[config.mk]
export PLATFORM = sky130hd
export DESIGN_NAME = apm_tap_ctrl
export DESIGN_NICKNAME = d
export VERILOG_FILES = /design/src/apm_pkg.sv /design/src/apm_tap_ctrl.sv
export SDC_FILE = /design/constraint.sdc
export NUM_CORES = 1
export LEC_CHECK = 0
export BUFFER_PORTS_ARGS = -buffer_cell sky130_fd_sc_hd__buf_2
export CAP_MARGIN = 5
export CORE_ASPECT_RATIO = 0.75
export CORE_UTILIZATION = 48
export CTS_BUF_LIST = sky130_fd_sc_hd__clkbuf_8
export DETAILED_ROUTE_END_ITERATION = 8
export PLACE_DENSITY = 0.78
export SLEW_MARGIN = 0
export SYNTH_ARGS = -nofsm -noshare
export SYNTH_HDL_FRONTEND = slang
export SYNTH_SLANG_ARGS = --single-unit
[constraint.sdc]
create_clock -name clk -period 6.75 [get_ports clk]
set_input_delay 1.0125 -clock clk [delete_from_list [all_inputs] [get_ports clk]]
set_output_delay 1.0125 -clock clk [all_outputs]
set_load 0.02 [all_outputs]
[src/apm_pkg.sv]
// Shared types and constants for the audio playback mode engine.
// Used by every module of the block; depends on nothing.
package apm_pkg;

  // Delay memory geometry.
  localparam int MAX_DELAY_FRAMES = 32768;
  localparam int ADDR_W = $clog2(MAX_DELAY_FRAMES);
  localparam int WORD_W = 16;
  localparam int DELAY_W = 16;
  localparam int FILL_W = 16;
  // Width that holds both delay_frames and MAX_DELAY_FRAMES for compares.
  localparam int LEN_W = DELAY_W + 1;
  localparam logic [FILL_W-1:0] FILL_SAT = {FILL_W{1'b1}};

  // Configuration port.
  localparam int CFG_W = 16;
  localparam int CFG_IDX_W = 2;
  localparam logic [CFG_IDX_W-1:0] REG_PLAY_MODE = 2'd0;
  localparam logic [CFG_IDX_W-1:0] REG_DELAY_FRAMES = 2'd1;
  localparam logic [DELAY_W-1:0] DELAY_FRAMES_RESET = 16'd22050;

  // Commands carried by an input item.
  localparam logic [1:0] CMD_DATA = 2'd0;
  localparam logic [1:0] CMD_DRAIN = 2'd1;
  localparam logic [1:0] CMD_RESTART = 2'd2;

  // Playback modes.
  localparam logic [1:0] MODE_NORMAL = 2'd0;
  localparam logic [1:0] MODE_DOUBLE = 2'd1;
  localparam logic [1:0] MODE_HALF = 2'd2;
  localparam logic [1:0] MODE_DELAY = 2'd3;

  // Result pattern of one item.
  typedef enum logic [2:0] {
    PAT_PAIR,
    PAT_SINGLE,
    PAT_QUAD,
    PAT_TAP,
    PAT_DRAIN
  } pat_t;

  typedef struct packed {
    logic [1:0]        command;
    logic [WORD_W-1:0] first_word;
    logic [WORD_W-1:0] second_word;
  } in_item_t;

  typedef struct packed {
    logic [WORD_W-1:0] sample;
    logic              last;
  } out_item_t;

  // Access to the delay memory.
  typedef struct packed {
    logic              re;
    logic              we;
    logic [ADDR_W-1:0] addr;
    logic [WORD_W-1:0] wdata;
  } ram_req_t;

  // Item handed from the tap controller to the result sequencer.
  typedef struct packed {
    logic              valid;
    pat_t              pat;
    logic [WORD_W-1:0] left;
    logic [WORD_W-1:0] right;
    logic              tap_zero;
  } load_t;

endpackage

[src/apm_tap_ctrl.sv]
// Decodes accepted items, keeps the delay pointer and fill count, and
// issues delay memory accesses. Depends on apm_pkg.
module apm_tap_ctrl (
  input  logic                        clk,
  input  logic                        rst,
  input  logic                        accept,
  input  apm_pkg::in_item_t           item,
  input  logic [1:0]                  play_mode,
  input  logic [apm_pkg::DELAY_W-1:0] delay_frames,
  output apm_pkg::ram_req_t           ram_req,
  output apm_pkg::load_t              load
);
  import apm_pkg::*;

  logic [ADDR_W-1:0] ptr;
  logic [ADDR_W-1:0] ptr_next;
  logic [FILL_W-1:0] fill;
  logic [FILL_W-1:0] fill_next;
  logic [LEN_W-1:0]  len;
  logic [LEN_W-1:0]  frames_ext;
  logic [LEN_W-1:0]  slot;
  logic [LEN_W-1:0]  slot_inc;
  logic              tap_en;
  logic              store;

  // Delay length clamped into 1 .. MAX_DELAY_FRAMES.
  always_comb begin
    frames_ext = {1'b0, delay_frames};
    if (frames_ext == '0) begin
      len = LEN_W'(1);
    end else if (frames_ext > LEN_W'(MAX_DELAY_FRAMES)) begin
      len = LEN_W'(MAX_DELAY_FRAMES);
    end else begin
      len = frames_ext;
    end
  end

  // Slot used by this item, and the one after it.
  always_comb begin
    slot = LEN_W'(ptr);
    if (slot >= len) begin
      slot = '0;
    end
    slot_inc = slot + LEN_W'(1);
    if (slot_inc >= len) begin
      slot_inc = '0;
    end
  end

  // Command decode, pointer and fill count update, memory access.
  always_comb begin
    tap_en = 1'b0;
    store = 1'b0;
    load.valid = 1'b0;
    load.pat = PAT_PAIR;
    load.left = item.first_word;
    load.right = item.second_word;
    load.tap_zero = slot >= LEN_W'(fill);
    ptr_next = ptr;
    fill_next = fill;
    case (item.command)
      CMD_RESTART: begin
        ptr_next = '0;
        fill_next = '0;
      end
      CMD_DRAIN: begin
        if (play_mode == MODE_DELAY) begin
          tap_en = 1'b1;
          load.valid = 1'b1;
          load.pat = PAT_DRAIN;
        end
      end
      CMD_DATA: begin
        load.valid = 1'b1;
        case (play_mode)
          MODE_DOUBLE: load.pat = PAT_SINGLE;
          MODE_HALF:   load.pat = PAT_QUAD;
          MODE_DELAY: begin
            load.pat = PAT_TAP;
            tap_en = 1'b1;
            store = 1'b1;
          end
          default:     load.pat = PAT_PAIR;
        endcase
      end
      default: begin
      end
    endcase
    if (tap_en) begin
      ptr_next = slot_inc[ADDR_W-1:0];
      if (store && slot == LEN_W'(fill) && fill != FILL_SAT) begin
        fill_next = fill + FILL_W'(1);
      end
    end
    if (!accept) begin
      tap_en = 1'b0;
      store = 1'b0;
      load.valid = 1'b0;
      ptr_next = ptr;
      fill_next = fill;
    end
    ram_req.re = tap_en;
    ram_req.we = store;
    ram_req.addr = slot[ADDR_W-1:0];
    ram_req.wdata = item.second_word;
  end

  always_ff @(posedge clk) begin
    if (rst) begin
      ptr <= '0;
      fill <= '0;
    end else begin
      ptr <= ptr_next;
      fill <= fill_next;
    end
  end

endmodule

Yosys cells after proc, flatten, opt, wreduce, memory -nomap -nowiden
Cells that the tools add are included.
Word-level totals
  register bits after elaboration: 31
  bits of input ports: 55
  output and inout port bits: 70
  word-level logic and storage cells: 40
Operators by class
  $add $sub $neg: 2
  $lt $le $gt $ge: 4
  eq/ne operators: 7
  mux-type cells: 18
  reductions and logical operators: 7
Operator list (number)
  16-bit 2-to-1 mux: 5
  15-bit 2-to-1 mux: 4
  17-bit by 16-bit == test with 1-bit output: 1
  15-bit by 17-bit >= comparator with 1-bit output: 1
  17-bit by 16-bit >= comparator with 1-bit output: 1
  15-bit by 1-bit adder with 16-bit output (second input constant): 1
  16-bit by 1-bit adder with 16-bit output (second input constant): 1
  16-bit >= comparator: 1
  16-bit greater-than comparator (second input constant): 1
  16-bit zero test: 1
  16-bit != test (second input constant): 1
  4-bit one-hot mux with 2 select lines: 1
  2-bit == test (second input constant): 3
  1-bit 2-to-1 mux: 6
  2-bit one-hot mux with 3 select lines: 1
  2-bit by 1-bit == test with 1-bit output (second input constant): 2
  4-bit 2-to-1 mux: 1
  1-bit logical AND: 2
  2-bit zero test: 1
  2-bit AND reduction: 1
  2-bit nonzero test: 1
  2-bit OR reduction: 1

Longest topological paths before layout
Gate-level depths: netlist of run 1.
  depth in word-level cells: 10
  depth in mapped cells: 27
  gate-level depth less buffers: 26

Worst setup path before layout of run 1
No wires, ideal clock.
  path kind: input to register
  start point: in delay_frames[5] in the netlist's numbering
  end point: reg ptr[10]
  library setup time: 0.058 ns
  data arrival time: 5.991 ns
  path slack: 0.701 ns
  stages on the path: 25
  buffers on the path: 1
  cells stage by stage: nor4_1 > nand4_1 > nand2_1 > nand2_1 > ha_1 > a211oi_2 > nor2_1 > o311a_1 > a211oi_4 > nand2_1 > inv_1 > ha_1 > and3_1 > and3_1 > nand2_1 > or3_1 > a21oi_1 > ha_1 > and3_1 > and4_1 > a2111oi_4 > nand4b_2 > buf_6 > o21bai_1 > nand2_1
RTL lines
  start: declaration: RTL line apm_tap_ctrl.sv:9  | input logic [apm_pkg::DELAY_W-1:0] delay_frames,
  end signal: assignment: RTL line apm_tap_ctrl.sv:113  | ptr <= ptr_next;
  end: declaration: RTL line apm_tap_ctrl.sv:15  | logic [ADDR_W-1:0] ptr;

Worst setup path after layout of run 1
  start point: in delay_frames[2] in the netlist's numbering
  end point: reg ptr[14]
Between the ends
  word-level cells in the longest chain between the ends: 9
Ends and longest elaborated chain
  16-bit greater-than comparator: RTL line apm_tap_ctrl.sv:31  | end else if (frames_ext > LEN_W'(MAX_DELAY_FRAMES)) begin
  16-bit 2-to-1 mux: RTL line apm_tap_ctrl.sv:31
  16-bit 2-to-1 mux *: RTL line apm_tap_ctrl.sv:29  | if (frames_ext == '0) begin
  15-bit by 17-bit >= comparator with 1-bit output: RTL line apm_tap_ctrl.sv:41  | if (slot >= len) begin
  15-bit 2-to-1 mux: RTL line apm_tap_ctrl.sv:41
  15-bit by 1-bit adder with 16-bit output: RTL line apm_tap_ctrl.sv:44  | slot_inc = slot + LEN_W'(1);
  16-bit >= comparator: RTL line apm_tap_ctrl.sv:45  | if (slot_inc >= len) begin
  15-bit 2-to-1 mux *: RTL line apm_tap_ctrl.sv:45
  15-bit 2-to-1 mux *: RTL line apm_tap_ctrl.sv:89  | if (tap_en) begin
Mark *: on every way between the ends. The rest lies on a longest branch, timed or not.
A chain may end at the register's enable or synchronous reset.

==> summary.md, run 1 <==
| Metric | Value |
|---|---|
| Status | `complete, no violations` |
| Sequential area share after synthesis | `17.96%` |
| Layout fillers | `681` |
| Final Setup Violations | `0` |
| GR Util met2 | `38.77%` |
| Post-synth EDFFs | `0` |
| Clk_lat worst skew | `0.28 ns` |
| RSZ-0062 raised after global routing | `no` |
| Initial antenna violation count | `0` |
| Placed Cells | `546` |
| Initial Util | `50.11%` |
| H-Tree Depth | `2` |
| DR WL/cell | `15.98 um` |
| Worst EP required | `6.98 ns` |
| Slew @ Worst Pin | `0.9443 ns` |
| Multi-input logic area | `2302 sq um` |
| CP endpoint kind | `flop` |
| First-pass GRT wire length | `14120 um` |
| DRT Pass-1 Iters | `5` |
| Commonest non-fill, non-tap cells in the layout | `48 x ha_1, 46 x nand2_1, 44 x buf_2` |
| Setup Skew | `0.007935 ns` |
| Layout cells sized above 1 | `16.04%` |
| Min-delay worst type | `reg -> reg` |
| Final net count | `558` |
| Clock transition at path regs | `0.07 ns` |
| Die X-Extent | `99.98 um` |
| Normalized max-slew margin | `36.91%` |
| Warnings from Yosys | `0` |
| Top_reg_cell synth | `dfxtp_1` |
| Busiest grt layer | `met2` |
| Post-Synthesis Cells | `460` |
| Die area | `7546 sq um` |
| Crit Path Category | `in -> reg` |
| Vias per cell | `5.998` |
| # Max-Cap Violations | `0` |
| CTS Buffer Depth | `2` |
| PwrDens | `111.5 nW/um^2` |
| Non-Filler Instances | `553` |
| Root buffer cell | `clkbuf_8` |
| Total Wirelength | `8839 um` |
| CP Max Fanout | `8` |
| Met3 Track Usage GR | `4.771%` |
| Final hold viol count | `0` |
| Buffers on Ports | `44` |
| Post-synthesis register bit count | `31` |
| Vias in the first global route | `3021` |
| I/O pin total | `125` |
| Post-synth cell types | `53` |
| Worst VDD drop | `0.00006593 V` |
| Final min period | `6.285 ns` |
| Clock Sinks | `31` |
| Fmax | `159.1 MHz` |
| Startpoint types | `input port` |
| Syn avg cell area | `7.513 sq um` |
| Tot GR Track Use | `23.80%` |
| DRC | `0` |
| Setup_tns | `0 ns` |
| Area Overhead vs Synth | `1.593%` |
| Drt initial violations | `330` |
| Max Slew Vio Count | `0` |
| # rows | `26` |
| Total setup buffers inserted after CTS | `0` |
| N_diodes | `0` |
| Storage cell area | `620.6 sq um` |
| Cell area after synthesis | `3456 sq um` |
| CTS buffer count | `5` |
| Post-route clock period utilization | `93.11%` |
| Met1 Usage GRT | `32.45%` |
| Leakage | `1.641 nW` |
| Via count | `3317` |
| Total grt overflow | `0` |
| Area of the core | `6897 sq um` |
| Synth async-reset ratio | `0%` |
| Largest net degree at the start of global routing | `22` |
| TritonCTS clock tree | `built` |
| Placer Congestion | `0.8834` |
| Worst EP arrival | `6.52 ns` |
| Syn_nets | `563` |
| Commonest non-fill, non-tap cell in the layout | `ha_1` |
| DP Wirelength | `7025 um` |
| Number of routed nets with antenna violations | `0` |
| Die Ht | `75.48 um` |
## cell families (layout without fill, tap and decap cells)
group,Yosys count,in the layout,share of synthesized area (%)
buf+inv,91,86,15.60
simple gates,170,170,25.78
xor+xnor,1,1,0.2535
compound gates,119,119,23.03
flops,31,31,17.96
fa+ha+maj,48,48,17.38
## where the power goes
| group | internal (mW) | total [mW] | leakage, nW | switching [mW] |
|---|---|---|---|---|
| clock | 0.0800 | 0.152 | 0.0470 | 0.0716 |
| sequential | 0.183 | 0.184 | 0.250 | 0.000362 |
| combinational | 0.0200 | 0.0563 | 1.34 | 0.0363 |
| total | 0.283 | 0.391 | 1.64 | 0.108 |
## final timing paths
| path | startpoint | end | slack [ns] | depth (start not counted) |
|---|---|---|---|---|
| setup / recovery | delay_frames[2] | ptr[14]$_SDFFE_PP0P_ | 0.47 | 26 |
| hold / removal | ptr[0]$_SDFFE_PP0P_ | ptr[0]$_SDFFE_PP0P_ | 0.48 | 2 |
| setup reg to reg | ptr[12]$_SDFFE_PP0P_ | ptr[14]$_SDFFE_PP0P_ | 1.63 | 21 |
| hold reg to reg | ptr[0]$_SDFFE_PP0P_ | ptr[0]$_SDFFE_PP0P_ | 0.48 | 2 |
## worst max-delay path, cell delays in order
cell and delay [ns]:
buf_2 0.10, nor4_1 0.31, nand4_1 0.16, nand2_1 0.18
nand2_1 0.11, ha_1 0.32, a211oi_2 0.21, nor2_1 0.07
o311a_1 0.37, a211oi_4 0.28, nand2_1 0.14, inv_1 0.12
ha_1 0.17, and3_1 0.25, and3_1 0.23, nand2_1 0.11
or3_1 0.40, a21oi_1 0.17, ha_1 0.25, and3_1 0.17
and4_1 0.23, a2111oi_4 0.43, nand4b_2 0.24, buf_4 0.23
a21oi_1 0.13, a21o_1 0.10
## cell usage after synthesis, types with 2 or more instances
cell | count | area (sq um)
inv_1 | 28 | 105.1
buf_4 | 50 | 375.4
ha_1 | 48 | 600.6
or2_2 | 5 | 31.28
clkbuf_1 | 9 | 33.78
nor2b_1 | 5 | 31.28
o31a_1 | 3 | 26.28
a211oi_1 | 2 | 15.01
o221ai_1 | 2 | 17.52
nor3_1 | 6 | 30.03
nor4_1 | 4 | 25.02
a221oi_1 | 2 | 17.52
nand2b_1 | 10 | 62.56
dfxtp_1 | 31 | 620.6
o31ai_1 | 4 | 30.03
a21o_1 | 17 | 127.6
o211ai_1 | 2 | 15.01
or3_1 | 6 | 37.54
a21oi_1 | 41 | 205.2
nor3b_1 | 4 | 30.03
a22oi_1 | 9 | 67.56
nand3_1 | 19 | 95.09
buf_2 | 2 | 10.01
and3_1 | 12 | 75.07
a31oi_1 | 3 | 18.77
o21a_1 | 2 | 15.01
nand4_1 | 13 | 81.33
and2_1 | 10 | 62.56
nor2_1 | 22 | 82.58
nand2_1 | 46 | 172.7
o21ai_0 | 20 | 100.1
and2_2 | 2 | 15.01
## metrics by stage
stage	instance area, sq um	hold WS (ns)	worst slack [ns]	utilization, %	power, mW
6_report	3511	0.4780	0.4651	50.91	0.3914
2_1_floorplan	3456	0.4400	0.7012	-	0.2639
3_5_place_dp	3417	0.4727	0.1359	49.55	0.2425
3_3_place_gp	3417	0.4627	0.3183	49.55	0.2408
4_1_cts	3505	0.4813	0.4155	50.82	0.3929
5_1_grt	3511	0.5063	0.01574	50.91	0.4074
## area by class of cell
type / instances / share of cell area, %
Multi-Input combinational cell: 338 / 65.57
Sequential cell: 31 / 17.68
Inverter: 28 / 2.994
Clock buffer: 6 / 2.352
Timing Repair Buffer: 51 / 7.769
Clock inverter: 1 / 0.1426
Tap cell: 98 / 3.493
## layer usage
layer	wire length, um	part of all wire (%)	vias up
met5	0	0	-
met4	85	0.96	0
met3	659	7.5	15
met2	3837	43	140
met1	4257	48	1562
li1	-	-	1600
## timing repair
action | 4_1_cts | 5_1_grt
hold buffers | 0 | 0
setup endpoints to repair | 0 | 8
gates resized for setup | 0 | 1
## registers in the layout (all words and copies together), names as in the netlist
name  flops
ptr      15
fill     16
(Power assumes the default switching activity.)
==> inputs of run 2 (changes only) <==
--- a/config.mk
+++ b/config.mk
@@ -8,6 +8,7 @@
 export BUFFER_PORTS_ARGS = -buffer_cell sky130_fd_sc_hd__buf_2
 export CAP_MARGIN = 5
 export CORE_ASPECT_RATIO = 0.75
+export CORE_MARGIN = 2
 export CORE_UTILIZATION = 48
 export CTS_BUF_LIST = sky130_fd_sc_hd__clkbuf_8
 export DETAILED_ROUTE_END_ITERATION = 8
==> run 2 against run 1 <==
Via count decreased by 1.1%. Critical endpoint is now ptr[11]$_SDFFE_PP0P_. Cell area decreased by 0.18%. Critical path depth unchanged. Count of clock-buffer cells in the layout unchanged. Sequential power about the same. Highest routed layer unchanged.
==> summary.md, run 2 (synthesized netlist as in run 1, its figures left out) <==
| Metric | Value |
|---|---|
| Vias in the first global route | `2939 (was 3021)` |
| Die X-Extent | `102.0 um (was 99.98 um)` |
| First-pass GRT wire length | `14090 um (was 14120 um)` |
| Worst path max stage delay | `0.49 ns (was 0.43 ns)` |
| PwrDens | `111.6 nW/um^2 (was 111.5 nW/um^2)` |
| Final hold viol count | `0 (unchanged)` |
| DP Wirelength | `7001 um (was 7025 um)` |
| Die Ht | `77.48 um (was 75.48 um)` |
| Worst setup margin | `0.3310 ns (was 0.4651 ns)` |
| Regs by FF count | `fill: 16 flops, ptr: 15 flops (unchanged)` |
| Startpoint types | `input port (unchanged)` |
| Met1 Usage GRT | `32.59% (was 32.45%)` |
| Top delay family on crit path | `simple AND/OR/NAND/NOR gates (unchanged)` |
| N_diodes | `0 (unchanged)` |
| Min-delay worst type | `reg -> reg (unchanged)` |
| Leakage | `1.640 nW (was 1.641 nW)` |
| DRC | `0 (unchanged)` |
| # rows | `26 (unchanged)` |
| Worst VDD drop | `0.00005261 V (was 0.00006593 V)` |
| Die area | `7901 sq um (was 7546 sq um)` |
| Total Wirelength | `8746 um (was 8839 um)` |
| GR Util met2 | `32.11% (was 38.77%)` |
| CP dominant cell by count | `nand2_1 (unchanged)` |
| Layout cells sized above 1 | `15.82% (was 16.04%)` |
| Final min period | `6.419 ns (was 6.285 ns)` |
| CP endpoint kind | `flop (unchanged)` |
| Fmax | `155.8 MHz (was 159.1 MHz)` |
| Setup_tns | `0 ns (unchanged)` |
| Buffers on Ports | `44 (unchanged)` |
| Normalized max-slew margin | `32.67% (was 36.91%)` |
| Worst hold slack | `0.4749 ns (was 0.4780 ns)` |
| Initial Util | `50.11% (unchanged)` |
| Largest net degree at the start of global routing | `22 (unchanged)` |
| Status | `complete, no violations (unchanged)` |
| Via count | `3280 (was 3317)` |
| Top reg by flops | `fill (unchanged)` |
| DRT Pass-1 Iters | `8 (was 5)` |
| DR WL/cell | `15.82 um (was 15.98 um)` |
| CP startpoint | `delay_frames[9] (was delay_frames[2])` |
| Max Slew Vio Count | `0 (unchanged)` |
| Total setup buffers inserted after CTS | `0 (unchanged)` |
| Final net count | `558 (unchanged)` |
| H-Tree Depth | `2 (unchanged)` |
| Post-Place Setup Slack | `0.1371 ns (was 0.1359 ns)` |
| Clock Sinks | `31 (unchanged)` |
| Area of the core | `6897 sq um (unchanged)` |
| CP Max Fanout | `8 (unchanged)` |
| Worst EP arrival | `6.66 ns (was 6.52 ns)` |
| Max reg flops | `16 (unchanged)` |
| Initial antenna violation count | `0 (unchanged)` |
| Hold_buf cts | `0 (unchanged)` |
| Final Setup Violations | `0 (unchanged)` |
| CTS Buffer Depth | `2 (unchanged)` |
| Placer Congestion | `0.9145 (was 0.8834)` |
| Worst EP required | `6.99 ns (was 6.98 ns)` |
| Slew @ Worst Pin | `1.008 ns (was 0.9443 ns)` |
| Crit Path Category | `in -> reg (unchanged)` |
| Drt initial violations | `254 (was 330)` |
| Post-route clock period utilization | `95.10% (was 93.11%)` |
| # Max-Cap Violations | `0 (unchanged)` |
| Vias per cell | `5.931 (was 5.998)` |
| I/O pin total | `125 (unchanged)` |
| Clk_lat worst skew | `0.29 ns (was 0.28 ns)` |
| CTS buffer count | `5 (unchanged)` |
| RSZ-0062 raised after global routing | `no (unchanged)` |
| Clock transition at path regs | `0.07 ns (about the same)` |
| Commonest non-fill, non-tap cell in the layout | `ha_1 (unchanged)` |
| Bufs and invs on worst path | `3 (unchanged)` |
| Slowest CP cell | `a2111oi_4 (unchanged)` |
| Busiest grt layer | `met1 (was met2)` |
| Setup Skew | `0.008672 ns (was 0.007935 ns)` |
| Met3 Track Usage GR | `4.955% (was 4.771%)` |
| CTS resizes | `0 (unchanged)` |
| Worst reg2reg startpoint | `ptr[8]$_SDFFE_PP0P_ (was ptr[12]$_SDFFE_PP0P_)` |
| Hold_sp | `fill[15]$_SDFFE_PP0P_ (was ptr[0]$_SDFFE_PP0P_)` |
| Total grt overflow | `0 (unchanged)` |
| Area Overhead vs Synth | `1.412% (was 1.593%)` |
| TritonCTS clock tree | `built (unchanged)` |
| Number of routed nets with antenna violations | `0 (unchanged)` |
| Commonest non-fill, non-tap cells in the layout | `48 x ha_1, 46 x nand2_1, 44 x buf_2 (unchanged)` |
| Root buffer cell | `clkbuf_8 (unchanged)` |
| Tot GR Track Use | `22.09% (was 23.80%)` |
==> run 2: cell types whose count changed in the layout (fill, tap and decap cells not counted) <==
cell / delta
nor4_1: +1
nor4_2: -1
==> run 2: layout make-up <==
| cell class | count | area [sq um] |
|---|---|---|
| sequential | 31 | 620.6 |
| multi-input combinational | 338 | 2296 |
| clock inverter | 1 | 5.005 |
| clock buffer | 6 | 82.58 |
| tap | 98 | 122.6 |
| timing repair buffer | 51 | 272.8 |
| inverter | 28 | 105.1 |
| fill | 667 | 3392 |
==> run 2: final timing paths <==
check             slack, ns                    end  cells past startpoint
setup reg to reg       1.60   ptr[11]$_SDFFE_PP0P_                     21
hold reg to reg        0.47  fill[15]$_SDFFE_PP0P_                      2
hold / removal         0.47  fill[15]$_SDFFE_PP0P_                      2
setup / recovery       0.33   ptr[11]$_SDFFE_PP0P_                     26
==> run 2: layer usage <==
metal	share of wire, %	routed length, um	up-vias
met4	1.1	97	0
met5	0	0	-
met3	9.6	839	17
li1	-	-	1608
met2	43	3785	135
met1	46	4025	1520
==> run 2: worst reg2reg max path, stage by stage, from the launching register on <==
cell	delay, ns
dfxtp_1	0.56
ha_1	0.32
nand4_1	0.11
nor3_1	0.07
o311a_1	0.34
a211oi_4	0.28
nand2_1	0.14
inv_1	0.12
ha_1	0.17
and3_1	0.24
and3_1	0.24
nand2_1	0.09
or3_1	0.39
a21oi_1	0.17
ha_1	0.26
and3_1	0.18
and4_1	0.23
a2111oi_4	0.49
nand4b_2	0.24
buf_4	0.23
a21oi_1	0.13
a21o_1	0.10
==> run 2: through the flow <==
| step | instance area [sq um] | util, % | std cells | power [mW] |
|---|---|---|---|---|
| 4_1_cts | 3505 | 50.82 | 553 | 0.3928 |
| 5_1_grt | 3505 | 50.82 | 553 | 0.4097 |
| 6_report | 3505 | 50.82 | 553 | 0.3910 |
| 2_1_floorplan | 3456 | - | 460 | 0.2639 |
| 3_5_place_dp | 3417 | 49.55 | 546 | 0.2420 |
| 3_3_place_gp | 3417 | 49.55 | 546 | 0.2406 |
==> run 2: power breakdown <==
group | switching, mW | leakage (nW) | total [mW] | internal, mW
clock network | 0.0721 | 0.0470 | 0.152 | 0.0800
registers | 0.000420 | 0.250 | 0.184 | 0.183
logic | 0.0354 | 1.34 | 0.0553 | 0.0199
total | 0.108 | 1.64 | 0.391 | 0.283
