[config.mk]
export PLATFORM = sky130hd
export DESIGN_NAME = apm_result_seq
export DESIGN_NICKNAME = d
export VERILOG_FILES = /design/src/apm_pkg.sv /design/src/apm_result_seq.sv
export SDC_FILE = /design/constraint.sdc
export NUM_CORES = 1
export LEC_CHECK = 0
export BUFFER_PORTS_ARGS = -buffer_cell sky130_fd_sc_hd__buf_2
export CORE_ASPECT_RATIO = 0.5
export CORE_MARGIN = 8
export CORE_UTILIZATION = 56
export DETAILED_ROUTE_END_ITERATION = 6
export GPL_TIMING_DRIVEN = 1
export MAX_ROUTING_LAYER = met4
export PLACE_DENSITY_LB_ADDON = 0.12
export SLEW_MARGIN = 20
export SYNTH_ARGS = -nofsm -noshare
export SYNTH_HDL_FRONTEND = slang
export SYNTH_SLANG_ARGS = --single-unit
[constraint.sdc]
create_clock -name clk -period 5.11 [get_ports clk]
set_clock_uncertainty 0.05 [all_clocks]
set_input_delay 0.511 -clock clk [delete_from_list [all_inputs] [get_ports clk]]
set_output_delay 0.511 -clock clk [all_outputs]
set_load 0.01 [all_outputs]
[src/apm_pkg.sv]
// Shared types and constants for the audio playback mode engine.
// Used by every module of the block; depends on nothing.
package apm_pkg;

  // Delay memory geometry.
  localparam int MAX_DELAY_FRAMES = 32768;
  localparam int ADDR_W = $clog2(MAX_DELAY_FRAMES);
  localparam int WORD_W = 16;
  localparam int DELAY_W = 16;
  localparam int FILL_W = 16;
  // Width that holds both delay_frames and MAX_DELAY_FRAMES for compares.
  localparam int LEN_W = DELAY_W + 1;
  localparam logic [FILL_W-1:0] FILL_SAT = {FILL_W{1'b1}};

  // Configuration port.
  localparam int CFG_W = 16;
  localparam int CFG_IDX_W = 2;
  localparam logic [CFG_IDX_W-1:0] REG_PLAY_MODE = 2'd0;
  localparam logic [CFG_IDX_W-1:0] REG_DELAY_FRAMES = 2'd1;
  localparam logic [DELAY_W-1:0] DELAY_FRAMES_RESET = 16'd22050;

  // Commands carried by an input item.
  localparam logic [1:0] CMD_DATA = 2'd0;
  localparam logic [1:0] CMD_DRAIN = 2'd1;
  localparam logic [1:0] CMD_RESTART = 2'd2;

  // Playback modes.
  localparam logic [1:0] MODE_NORMAL = 2'd0;
  localparam logic [1:0] MODE_DOUBLE = 2'd1;
  localparam logic [1:0] MODE_HALF = 2'd2;
  localparam logic [1:0] MODE_DELAY = 2'd3;

  // Result pattern of one item.
  typedef enum logic [2:0] {
    PAT_PAIR,
    PAT_SINGLE,
    PAT_QUAD,
    PAT_TAP,
    PAT_DRAIN
  } pat_t;

  typedef struct packed {
    logic [1:0]        command;
    logic [WORD_W-1:0] first_word;
    logic [WORD_W-1:0] second_word;
  } in_item_t;

  typedef struct packed {
    logic [WORD_W-1:0] sample;
    logic              last;
  } out_item_t;

  // Access to the delay memory.
  typedef struct packed {
    logic              re;
    logic              we;
    logic [ADDR_W-1:0] addr;
    logic [WORD_W-1:0] wdata;
  } ram_req_t;

  // Item handed from the tap controller to the result sequencer.
  typedef struct packed {
    logic              valid;
    pat_t              pat;
    logic [WORD_W-1:0] left;
    logic [WORD_W-1:0] right;
    logic              tap_zero;
  } load_t;

endpackage

[src/apm_result_seq.sv]
// Holds one decoded item and sends its results, one per cycle unless out_ready stalls
// them, through an output register. Depends on apm_pkg.
module apm_result_seq (
  input  logic                        clk,
  input  logic                        rst,
  input  apm_pkg::load_t              load,
  input  logic [apm_pkg::WORD_W-1:0]  tap_data,
  output logic                        in_ready,
  output logic                        out_valid,
  input  logic                        out_ready,
  output apm_pkg::out_item_t          out_data
);
  import apm_pkg::*;

  logic              hold_valid;
  pat_t              hold_pat;
  logic [WORD_W-1:0] hold_left;
  logic [WORD_W-1:0] hold_right;
  logic              hold_zero;
  logic [1:0]        pos;
  logic [1:0]        last_pos;
  logic [WORD_W-1:0] tap_word;
  logic [WORD_W-1:0] sample_sel;
  logic              push;
  logic              done;

  // Word chosen for the current position of the held item.
  always_comb begin
    tap_word = hold_zero ? '0 : tap_data;
    case (hold_pat)
      PAT_SINGLE: begin
        last_pos = 2'd0;
        sample_sel = hold_left;
      end
      PAT_QUAD: begin
        last_pos = 2'd3;
        sample_sel = pos[1] ? hold_right : hold_left;
      end
      PAT_TAP: begin
        last_pos = 2'd1;
        sample_sel = pos[0] ? tap_word : hold_left;
      end
      PAT_DRAIN: begin
        last_pos = 2'd1;
        sample_sel = pos[0] ? tap_word : '0;
      end
      default: begin
        last_pos = 2'd1;
        sample_sel = pos[0] ? hold_right : hold_left;
      end
    endcase
  end

  assign push = hold_valid && (!out_valid || out_ready);
  assign done = push && (pos == last_pos);
  assign in_ready = !hold_valid || done;

  // Held item and its result position.
  always_ff @(posedge clk) begin
    if (rst) begin
      hold_valid <= 1'b0;
      pos <= '0;
    end else if (load.valid) begin
      hold_valid <= 1'b1;
      pos <= '0;
    end else if (done) begin
      hold_valid <= 1'b0;
    end else if (push) begin
      pos <= pos + 2'd1;
    end
  end

  always_ff @(posedge clk) begin
    if (load.valid) begin
      hold_pat <= load.pat;
      hold_left <= load.left;
      hold_right <= load.right;
      hold_zero <= load.tap_zero;
    end
  end

  // Output register.
  always_ff @(posedge clk) begin
    if (rst) begin
      out_valid <= 1'b0;
    end else if (push) begin
      out_valid <= 1'b1;
    end else if (out_ready) begin
      out_valid <= 1'b0;
    end
  end

  always_ff @(posedge clk) begin
    if (push) begin
      out_data.sample <= sample_sel;
      out_data.last <= (pos == last_pos);
    end
  end

endmodule

Word-level counts from Yosys, hierarchy flattened
Index checks and enable logic that the tools add are counted.
Operators by class
  $add $sub $neg: 1
  equality and inequality tests: 5
  mux-type cells: 11
  bitwise logic cells: 1
  reduce and logical (&&, ||, !) cells: 10
Operators with widths (number)
  16-bit two-way mux: 5
  16-bit one-hot mux with 4 select lines: 1
  3-bit by 2-bit equality test with 1-bit output, second input constant: 2
  1-bit two-way mux: 4
  2-bit one-hot mux with 2 select lines: 1
  2-bit nonzero test: 2
  3-bit by 1-bit equality test with 1-bit output, second input constant: 1
  3-bit equality test, second input constant: 1
  2-bit by 1-bit adder with 2-bit output, second input constant: 1
  2-bit equality test: 1
  1-bit logical AND: 2
  1-bit zero test: 2
  1-bit logical OR: 2
  2-bit AND reduction: 1
  2-bit OR reduction: 1
  1-bit NOT: 1
Storage, ports and cells
  register bits: 57
  input port bits: 56
  output and inout bits: 19
  word-level logic and storage cells: 37

Depth between registers and ports, before layout
Gate-level depths: netlist of the first run.
  depth in word-level cells: 6
  depth in mapped cells: 7
  depth with buffers taken out: 4

Least setup slack after synthesis of the first run
OpenSTA, ideal clock, no wires.
  path type: reg2out
  start point: register hold_pat[1]
  end point: output port in_ready
  arrival: 1.529 ns
  required time: 4.549 ns
  setup slack: 3.020 ns
  cell stages (with the launch flop): 6
  buffers on the path: 1
  cells stage by stage: edfxtp_1 buf_2 or4b_2 a2bb2oi_1 nand3_1 a21o_1
On the way
  word-level cells in the longest chain between the ends: 5
  elaborated cells on any way between the ends: 6
  classes of those cells: eq/ne (3); mux (1); reduce/logical (2)
RTL lines
  from (decl): line apm_result_seq.sv:16  | pat_t hold_pat;
  from (signal assigned): line apm_result_seq.sv:75  | hold_pat <= load.pat;
  3-bit by 2-bit equality test with 1-bit output or 3-bit by 1-bit equality test with 1-bit output (tied branches): line apm_result_seq.sv:30  | case (hold_pat)
  2-bit one-hot mux with 2 select lines *: line apm_result_seq.sv:30
  2-bit equality test *: line apm_result_seq.sv:55  | assign done = push && (pos == last_pos);
  1-bit logical AND *: line apm_result_seq.sv:55
  1-bit logical OR *: line apm_result_seq.sv:56  | assign in_ready = !hold_valid || done;
  to (decl): line apm_result_seq.sv:8  | output logic in_ready,
Mark *: on every way between the ends. The rest lies on a longest branch, timed or not.

Worst setup path after layout of the first run
  start point: register hold_pat[2]
  end point: register out_data[13] in the netlist's numbering (data pin)
On the way
  word-level cells in the longest chain between the ends: 2
  elaborated cells on any way between the ends: 5
  classes of those cells: eq/ne (4); mux (1)
RTL lines
  3-bit equality test, or another cell as far along: line apm_result_seq.sv:30
  16-bit one-hot mux with 4 select lines *: line apm_result_seq.sv:30
  net sample_sel[12]: line apm_result_seq.sv:23  | logic [WORD_W-1:0] sample_sel;
  to (decl): line apm_result_seq.sv:11  | output apm_pkg::out_item_t out_data
Mark *: on every way through the listed nets, which the timed path passes. The rest lies on a longest branch.
A chain may end at the register's enable or synchronous reset.

==> flow_results.xml, run 1 <==
<?xml version="1.0" encoding="UTF-8"?>
<metrics>
  <group name="critical_path">
    <metric name="rrSetupSlack" unit="ns">2.15</metric>
    <metric name="critical_path_peak_fanout" unit="">28</metric>
    <metric name="cpMostUsedCell" unit="">sky130_fd_sc_hd__a22oi_1</metric>
    <metric name="worst_path_largest_cell_delay" unit="ns">0.86</metric>
    <metric name="crit_slowest_cell" unit="">sky130_fd_sc_hd__edfxtp_1</metric>
    <metric name="criticalPathCategory" unit="">register to register</metric>
    <metric name="crit_path_cell_trace" unit="">or3b_1, a211oi_4, a22oi_1, a22oi_1</metric>
    <metric name="worst_r2r_start" unit="">hold_pat[2]</metric>
    <metric name="timing.critical_path.from_type" unit="">register</metric>
    <metric name="cp_data_required_time" unit="ns">5.24</metric>
    <metric name="rr_worst_depth" unit="">4</metric>
    <metric name="worst_path_dominant_cell_family" unit="">compound AO/OA/AOI/OAI gates</metric>
    <metric name="timing.critical_path.to_type" unit="">register</metric>
    <metric name="critical_path_arrival" unit="ns">3.09</metric>
    <metric name="critical_path.n_buffers_inverters" unit="">0</metric>
    <metric name="worst_r2r_endpoint" unit="">out_data[13]</metric>
  </group>
  <group name="die">
    <metric name="die_area" unit="mm²">0.007393</metric>
    <metric name="dieWidth" unit="µm">113.9</metric>
    <metric name="core" unit="mm²">0.004509</metric>
    <metric name="io_pins" unit="">75</metric>
    <metric name="initial_utilization" unit="%">59.46</metric>
    <metric name="floorplan.die.height" unit="µm">64.93</metric>
    <metric name="std_cell_rows" unit="">17</metric>
  </group>
  <group name="clocking">
    <metric name="clockBufferDepth" unit="">2</metric>
    <metric name="cts_hold_repair.buffers" unit="">0</metric>
    <metric name="clkLatencyLatePin" unit="ns">0.34</metric>
    <metric name="path_clk_slew" unit="ns">0.07</metric>
    <metric name="cts_repair_resize_count" unit="">0</metric>
    <metric name="tritoncts" unit="">built</metric>
    <metric name="clock_sinks" unit="">57</metric>
    <metric name="clock_tree.htree_level_count" unit="">3</metric>
    <metric name="post_cts_repair_timing_setup_buffer_count" unit="">0</metric>
    <metric name="number_of_cts_inserted_buffers" unit="">9</metric>
    <metric name="root_buffer" unit="">sky130_fd_sc_hd__clkbuf_8</metric>
  </group>
  <group name="power">
    <metric name="netSwitchingFraction" unit="%">23.76</metric>
    <metric name="pwr_per_cell_area" unit="mW/mm²">377.2</metric>
    <metric name="power.internal" unit="µW">949.4</metric>
    <metric name="share_seq_of_total_power" unit="%">47.8</metric>
    <metric name="power.leakage" unit="µW">0.001219</metric>
    <metric name="power.share.clock" unit="%">41.0</metric>
    <metric name="netSwitchingPower" unit="µW">295.8</metric>
    <metric name="largest_voltage_drop_on_the_vdd_net" unit="mV">0.2872</metric>
    <metric name="combPwrFrac" unit="%">11.2</metric>
    <metric name="report.power.total" unit="µW">1245</metric>
  </group>
  <group name="timing">
    <metric name="report.final.hold_viol_count" unit="">0</metric>
    <metric name="maxSlewViolCount" unit="">0</metric>
    <metric name="fmaxAchievable" unit="MHz">337.8</metric>
    <metric name="totalNegativeSetupSlack" unit="ns">0</metric>
    <metric name="rsz0062_at_grt" unit="">no</metric>
    <metric name="min_period" unit="ns">2.960</metric>
    <metric name="setup_violations" unit="">0</metric>
    <metric name="ratio_of_final_minimum_period_to_clock_period" unit="%">57.93</metric>
    <metric name="measured_slew_at_the_worst_slew_check_pin" unit="ns">0.9268</metric>
    <metric name="worst_slew_margin_rel" unit="%">38.21</metric>
  </group>
  <group name="place">
    <metric name="finalWeightedCongestion" unit="">0.7691</metric>
    <metric name="placement.io_buffers" unit="">74</metric>
    <metric name="detailedPlacementHpwl" unit="mm">4.238</metric>
  </group>
  <group name="yosys">
    <metric name="synth_seq_area_share" unit="%">62.34</metric>
    <metric name="syn_nets" unit="">267</metric>
    <metric name="synth_cell_types" unit="">36</metric>
    <metric name="synth_top_cell_area_share" unit="%">59.36</metric>
    <metric name="synth_seq_cells" unit="">57</metric>
    <metric name="synth.cell_area" unit="mm²">0.002681</metric>
    <metric name="ys_top_cells_by_area" unit="">sky130_fd_sc_hd__edfxtp_1 59%, sky130_fd_sc_hd__a22oi_1 8.1%, sky130_fd_sc_hd__mux2i_1 7.1%, sky130_fd_sc_hd__a21oi_1 3.7%, sky130_fd_sc_hd__dfxtp_1 3.0%</metric>
    <metric name="synth_cells" unit="">211</metric>
    <metric name="synthesis.area_per_instance" unit="µm²">12.71</metric>
    <metric name="synth.yosys.warnings" unit="">0</metric>
    <metric name="synth_largest_area_cell" unit="">sky130_fd_sc_hd__edfxtp_1</metric>
  </group>
  <group name="layout">
    <metric name="final_net_count" unit="">334</metric>
    <metric name="area_delta_synth_final" unit="%">23.10</metric>
    <metric name="antennaDiodeCount" unit="">0</metric>
    <metric name="layout.core_utilization" unit="%">73.20</metric>
    <metric name="drive_gt1_share" unit="%">34.28</metric>
  </group>
  <group name="drt">
    <metric name="postRouteAntennaNets" unit="">0</metric>
    <metric name="drt_pre_antenna_iters" unit="">5</metric>
    <metric name="avgViaCountPerCell" unit="">5.822</metric>
    <metric name="post_drt_wl_per_cell" unit="µm">18.39</metric>
    <metric name="drt_wl_total" unit="mm">6.418</metric>
    <metric name="first_iter_violations" unit="">160</metric>
    <metric name="detailroute.via_count" unit="">2032</metric>
    <metric name="detail_route.drc_violations" unit="">0</metric>
  </group>
  <group name="worst_hold_path">
    <metric name="endpoint_of_the_worst_hold_timing_path" unit="">hold_left[9]</metric>
    <metric name="hold_path.startpoint" unit="">load[26]</metric>
    <metric name="worst_hold_path.num_cells" unit="">1</metric>
    <metric name="min-delay-path-class" unit="">primary input to register</metric>
  </group>
  <group name="grt">
    <metric name="grt_pass1_wl" unit="mm">10.08</metric>
    <metric name="grt.overflow.total" unit="">0</metric>
    <metric name="number_of_global_route_vias_before_repair" unit="">2121</metric>
    <metric name="grt_usage" unit="%">18.27</metric>
    <metric name="grt_max_degree" unit="">41</metric>
    <metric name="antenna_found_initial" unit="">0</metric>
  </group>
  <group name="run_status">
    <metric name="run_status" unit="">completed</metric>
  </group>
  <group name="run">
    <metric name="max-cap-violations" unit="">0</metric>
  </group>
</metrics>
through the flow:
stage	std cells	setup WS [ns]	hold slack, ns	area, µm²
finish	349	2.150	0.2875	3301
global route	349	1.927	0.2674	3301
CTS	349	2.160	0.2799	3289
detailed placement	333	2.240	0.4370	3047
global placement	333	2.343	0.4243	3045
floorplan	211	3.020	0.4084	2681
routing by layer:
| layer | share of wire (%) | vias up | wire length [µm] | GRT usage (%) |
|---|---|---|---|---|
| met2 | 47 | 95 | 3037 | 29.36 |
| met4 | 0.55 | 0 | 35 | 5.419 |
| met1 | 42 | 975 | 2724 | 20.66 |
| li1 | - | 957 | - | - |
| met5 | 0 | - | 0 | - |
| met3 | 9.7 | 5 | 621 | 7.572 |
flip-flops by register name, indices dropped and copies added (netlist names):
name,count
hold_right,16
out_valid,1
hold_left,16
pos,2
out_data,17
hold_zero,1
hold_pat,3
hold_valid,1
logic make-up (layout without fill, tap and decap cells):
group / count (synthesis) / count (layout) / synth area share, %
AO/OA/AOI/OAI: 75 / 75 / 18.62
flip-flops: 57 / 57 / 62.34
AND/OR/NAND/NOR: 37 / 37 / 7.326
buffers and inverters: 22 / 94 / 4.293
multiplexers: 19 / 19 / 7.093
XOR/XNOR: 1 / 1 / 0.3267
cells in the final DEF, fill, tap and decap left out, types with 3 or more instances in the layout:
master,synthesis,final
sky130_fd_sc_hd__a22oi_1,29,29
sky130_fd_sc_hd__clkbuf_8,0,9
sky130_fd_sc_hd__a21oi_1,20,20
sky130_fd_sc_hd__nor2b_1,3,3
sky130_fd_sc_hd__and2_1,3,3
sky130_fd_sc_hd__o21ai_0,16,16
sky130_fd_sc_hd__bufinv_16,0,3
sky130_fd_sc_hd__buf_2,2,74
sky130_fd_sc_hd__mux2i_1,19,19
sky130_fd_sc_hd__edfxtp_1,53,53
sky130_fd_sc_hd__nand2b_1,3,3
sky130_fd_sc_hd__nand2_1,15,15
sky130_fd_sc_hd__nor2_1,4,4
sky130_fd_sc_hd__dfxtp_1,4,3
sky130_fd_sc_hd__inv_1,3,3
power by group through the flow:
stage | sequential, µW | clock (µW) | combinational, µW
final | 595 | 510 | 140
after global routing | 600 | 538 | 152
after CTS | 594 | 515 | 139
after detailed placement | 604 | 0 | 138
after global placement | 601 | 0 | 133
after floorplan | 590 | 0 | 87.9
synth_stat cells (all sizes together):
library cell,count
a311oi,1
nor2b,3
nand2b,3
nand2,15
a2bb2oi,1
or4b,1
mux2i,19
a21o,1
nand3,1
buf,8
o221ai,1
and2,3
dfxtp,4
a221oi,2
o21ai,16
nor2,4
nor3,1
nand3b,1
a21oi,20
xor2,1
o32ai,1
clkbuf,11
inv,3
a211oi,1
a22oi,30
and3,1
nand4b,1
or3b,2
edfxtp,53
nor4b,1
a31o,1
worst reg2reg max path, cell delays in order (launching register included):
cell and delay (ns):
sky130_fd_sc_hd__edfxtp_1 0.86, sky130_fd_sc_hd__or3b_1 0.65, sky130_fd_sc_hd__a211oi_4 0.78, sky130_fd_sc_hd__a22oi_1 0.23, sky130_fd_sc_hd__a22oi_1 0.24
how the worst max path moves through the flow:
stage,from,endpoint,slack [ns],depth (start not counted)
floorplan,hold_pat[1],in_ready,3.02,5
global placement,hold_pat[2],out_data[14],2.34,4
detailed placement,hold_pat[2],out_data[1],2.24,4
CTS,hold_pat[0],in_ready,2.16,5
global route,hold_pat[2],out_data[16],1.93,4
finish,hold_pat[2],out_data[13],2.15,4
area by class of cell:
type / instances / area (µm²)
well taps: 66 / 82.58
inverters: 3 / 11.26
multi-input cells: 132 / 913.4
clock buffers: 9 / 123.9
clock inverters: 7 / 118.9
fillers: 326 / 1209
flip-flops and latches: 57 / 1673
repair buffers: 75 / 377.9
(Power assumes the default switching activity.)
==> run 2: changes to the inputs <==
ABC_AREA = 1   (was not set)
CORE_UTILIZATION = 52   (was 56)
clock period = 2.9 ns   (was 5.11 ns; I/O delays follow)
==> run 2 against run 1 <==
Synthesized cell count grew 38%. Clock power grew 18%. Area after synthesis grew 2.5%. Design area grew 0.91%. Global-route usage grew 0.56 points. Via count grew 16%. Final cell count grew 26%.
==> flow_results.xml, run 2 <==
<?xml version="1.0" encoding="UTF-8"?>
<metrics>
  <group name="yosys">
    <metric name="syn_nets" unit="">347</metric>
    <metric name="synth_top_cells_by_count" unit="">59 x sky130_fd_sc_hd__nand2_1, 53 x sky130_fd_sc_hd__edfxtp_1, 38 x sky130_fd_sc_hd__nand3_1</metric>
    <metric name="synth_seq_area_share" unit="%">60.84</metric>
    <metric name="synth.yosys.warnings" unit="">0</metric>
    <metric name="synth_largest_area_cell" unit="">sky130_fd_sc_hd__edfxtp_1</metric>
    <metric name="synth.cell_area" unit="mm²">0.002748</metric>
    <metric name="count_of_flip_flops_with_a_built_in_enable_after_synthesis" unit="">53</metric>
    <metric name="synth_top_cell_area_share" unit="%">57.92</metric>
    <metric name="async_s_r_ff_share_synth" unit="%">0</metric>
    <metric name="synth_cell_types" unit="">16</metric>
    <metric name="synthesis.area_per_instance" unit="µm²">9.442</metric>
    <metric name="ys_top_cells_by_area" unit="">sky130_fd_sc_hd__edfxtp_1 58%, sky130_fd_sc_hd__nand2_1 8.1%, sky130_fd_sc_hd__nand3_1 6.9%, sky130_fd_sc_hd__nor2_1 4.6%, sky130_fd_sc_hd__a211oi_1 4.4%</metric>
    <metric name="synth_seq_cells" unit="">57</metric>
    <metric name="ys_dominant_reg_cell" unit="">sky130_fd_sc_hd__edfxtp_1</metric>
    <metric name="synth.most_common_cell" unit="">sky130_fd_sc_hd__nand2_1</metric>
    <metric name="synth_cells" unit="">291</metric>
  </group>
  <group name="clocking">
    <metric name="clock_sinks" unit="">57</metric>
    <metric name="path_clk_slew" unit="ns">0.06</metric>
    <metric name="cts_repair_resize_count" unit="">0</metric>
    <metric name="cts_hold_repair.buffers" unit="">0</metric>
    <metric name="clkLatencyLatePin" unit="ns">0.35</metric>
    <metric name="tritoncts" unit="">built</metric>
    <metric name="clockBufferDepth" unit="">2</metric>
    <metric name="post_cts_repair_timing_setup_buffer_count" unit="">0</metric>
    <metric name="clock_tree.htree_level_count" unit="">3</metric>
    <metric name="number_of_cts_inserted_buffers" unit="">9</metric>
    <metric name="root_buffer" unit="">sky130_fd_sc_hd__clkbuf_8</metric>
  </group>
  <group name="timing">
    <metric name="worst_slew_margin_rel" unit="%">42.60</metric>
    <metric name="maxSlewViolCount" unit="">0</metric>
    <metric name="rsz0062_at_grt" unit="">no</metric>
    <metric name="totalNegativeSetupSlack" unit="ns">0</metric>
    <metric name="setup_violations" unit="">0</metric>
    <metric name="fmaxAchievable" unit="MHz">463.9</metric>
    <metric name="hold_slack" unit="ns">0.06135</metric>
    <metric name="report.final.hold_viol_count" unit="">0</metric>
    <metric name="measured_slew_at_the_worst_slew_check_pin" unit="ns">0.8610</metric>
    <metric name="min_period" unit="ns">2.156</metric>
    <metric name="ratio_of_final_minimum_period_to_clock_period" unit="%">74.33</metric>
  </group>
  <group name="power">
    <metric name="power.leakage" unit="µW">0.001484</metric>
    <metric name="power.share.clock" unit="%">31.2</metric>
    <metric name="report.power.total" unit="µW">1922</metric>
    <metric name="largest_voltage_drop_on_the_vdd_net" unit="mV">0.4148</metric>
    <metric name="share_seq_of_total_power" unit="%">53.0</metric>
    <metric name="power.internal" unit="µW">1400</metric>
    <metric name="combPwrFrac" unit="%">15.8</metric>
    <metric name="netSwitchingPower" unit="µW">522.5</metric>
    <metric name="netSwitchingFraction" unit="%">27.18</metric>
    <metric name="pwr_per_cell_area" unit="mW/mm²">577.2</metric>
  </group>
  <group name="drt">
    <metric name="drt_wl_total" unit="mm">6.897</metric>
    <metric name="detail_route.drc_violations" unit="">0</metric>
    <metric name="detailroute.via_count" unit="">2347</metric>
    <metric name="post_drt_wl_per_cell" unit="µm">15.64</metric>
    <metric name="postRouteAntennaNets" unit="">0</metric>
    <metric name="drt_pre_antenna_iters" unit="">4</metric>
    <metric name="first_iter_violations" unit="">197</metric>
    <metric name="avgViaCountPerCell" unit="">5.322</metric>
  </group>
  <group name="worst_hold_path">
    <metric name="min-delay-path-class" unit="">primary input to register</metric>
  </group>
  <group name="grt">
    <metric name="antenna_found_initial" unit="">0</metric>
    <metric name="grt.overflow.total" unit="">0</metric>
    <metric name="grt_pass1_wl" unit="mm">11.11</metric>
    <metric name="number_of_global_route_vias_before_repair" unit="">2407</metric>
    <metric name="grt_usage" unit="%">18.83</metric>
    <metric name="grt_max_degree" unit="">39</metric>
  </group>
  <group name="place">
    <metric name="finalWeightedCongestion" unit="">0.8531</metric>
    <metric name="detailedPlacementHpwl" unit="mm">4.858</metric>
    <metric name="placement.io_buffers" unit="">74</metric>
  </group>
  <group name="critical_path">
    <metric name="crit_path_cell_trace" unit="">inv_1, nand3_2, nand2_1, nand2_1, nand3_1, nand2_1, buf_2</metric>
    <metric name="timing.critical_path.to_type" unit="">output port</metric>
    <metric name="critical_path.n_buffers_inverters" unit="">2</metric>
    <metric name="crit_slowest_cell" unit="">sky130_fd_sc_hd__edfxtp_1</metric>
    <metric name="cp_data_required_time" unit="ns">2.56</metric>
    <metric name="critical_path_arrival" unit="ns">1.82</metric>
    <metric name="worst_path_largest_cell_delay" unit="ns">0.42</metric>
    <metric name="worst_path_dominant_cell_family" unit="">simple AND/OR/NAND/NOR gates</metric>
    <metric name="critical_path_peak_fanout" unit="">18</metric>
    <metric name="timing.critical_path.from_type" unit="">register</metric>
    <metric name="cpMostUsedCell" unit="">sky130_fd_sc_hd__nand2_1</metric>
    <metric name="criticalPathCategory" unit="">register to output port</metric>
  </group>
  <group name="layout">
    <metric name="largestRegisters" unit="">out_data: 17 flops, hold_left: 16 flops, hold_right: 16 flops</metric>
    <metric name="largest_register_ff_count" unit="">17</metric>
    <metric name="drive_gt1_share" unit="%">26.15</metric>
    <metric name="area_delta_synth_final" unit="%">21.22</metric>
    <metric name="register_with_the_highest_flop_count" unit="">out_data</metric>
    <metric name="final_net_count" unit="">422</metric>
    <metric name="mostFrequentLayoutCells" unit="">74 x sky130_fd_sc_hd__buf_2, 59 x sky130_fd_sc_hd__nand2_1, 53 x sky130_fd_sc_hd__edfxtp_1, 38 x sky130_fd_sc_hd__nand3_1, 34 x sky130_fd_sc_hd__nor2_1</metric>
    <metric name="antennaDiodeCount" unit="">0</metric>
    <metric name="mostFrequentLayoutCell" unit="">sky130_fd_sc_hd__buf_2</metric>
  </group>
  <group name="die">
    <metric name="core" unit="mm²">0.005000</metric>
    <metric name="std_cell_rows" unit="">18</metric>
    <metric name="initial_utilization" unit="%">54.95</metric>
    <metric name="io_pins" unit="">75</metric>
    <metric name="dieWidth" unit="µm">118.8</metric>
    <metric name="floorplan.die.height" unit="µm">67.40</metric>
    <metric name="die_area" unit="mm²">0.008007</metric>
  </group>
  <group name="run">
    <metric name="max-cap-violations" unit="">0</metric>
  </group>
  <group name="run_status">
    <metric name="run_status" unit="">completed</metric>
  </group>
</metrics>
-- run 2: path summary, 6_finish.rpt --
kind	startpoint	end	slack, ns	cells after the start
hold / removal	load[19]	hold_left[2]	0.06	1
hold reg to reg	hold_valid	hold_valid	0.44	2
setup / recovery	hold_pat[1]	in_ready	0.74	7
setup reg to reg	hold_pat[1]	out_data[4]	0.86	7
-- run 2: stage by stage --
step / cells / worst slack, ns / instance area [µm²] / utilization (%)
final: 441 / 0.7445 / 3331 / 66.62
after detailed placement: 425 / 0.8951 / 3177 / 63.54
after CTS: 441 / 0.7520 / 3331 / 66.62
after global routing: 441 / 0.5634 / 3331 / 66.62
after global placement: 425 / 0.9488 / 3177 / 63.54
after floorplan: 291 / 0.8623 / 2748 / -
-- run 2: final cells by class --
class | instances | area [µm²]
inverters | 29 | 108.9
flip-flops and latches | 57 | 1672
well taps | 70 | 87.58
clock buffers | 11 | 131.4
clock inverters | 5 | 22.52
fillers | 431 | 1669
repair buffers | 79 | 407.9
multi-input cells | 190 | 900.9
-- run 2: logic make-up after synthesis --
logic type      count (synthesis)  share of synthesized area (%)
flops                          57                          60.84
compound gates                 37                          8.197
simple gates                  152                          24.13
buf+inv                        44                          6.512
xor+xnor                        1                         0.3188
-- run 2: power groups by stage --
stage          Clock [µW]  Sequential [µW]  Combinational, µW
2_1_floorplan           0             1040                171
3_3_place_gp            0             1030                292
3_5_place_dp            0             1040                303
4_1_cts               623             1020                304
5_1_grt               665             1030                340
6_report              600             1020                304
-- run 2: layer usage --
metal | share of wire (%) | track usage, % | wire, µm
met2 | 46 | 29.14 | 3194
met4 | 1.4 | 7.956 | 100
met1 | 44 | 21.36 | 3010
met5 | 0 | - | 0
met3 | 8.6 | 8.236 | 591
-- run 2: worst reg2reg max path: stages (launching register included) --
cell	delay, ns
sky130_fd_sc_hd__edfxtp_1	0.42
sky130_fd_sc_hd__inv_1	0.14
sky130_fd_sc_hd__nand3_2	0.36
sky130_fd_sc_hd__nand4_1	0.28
sky130_fd_sc_hd__buf_4	0.25
sky130_fd_sc_hd__nand2_1	0.08
sky130_fd_sc_hd__nor3_1	0.15
sky130_fd_sc_hd__nor2_1	0.07
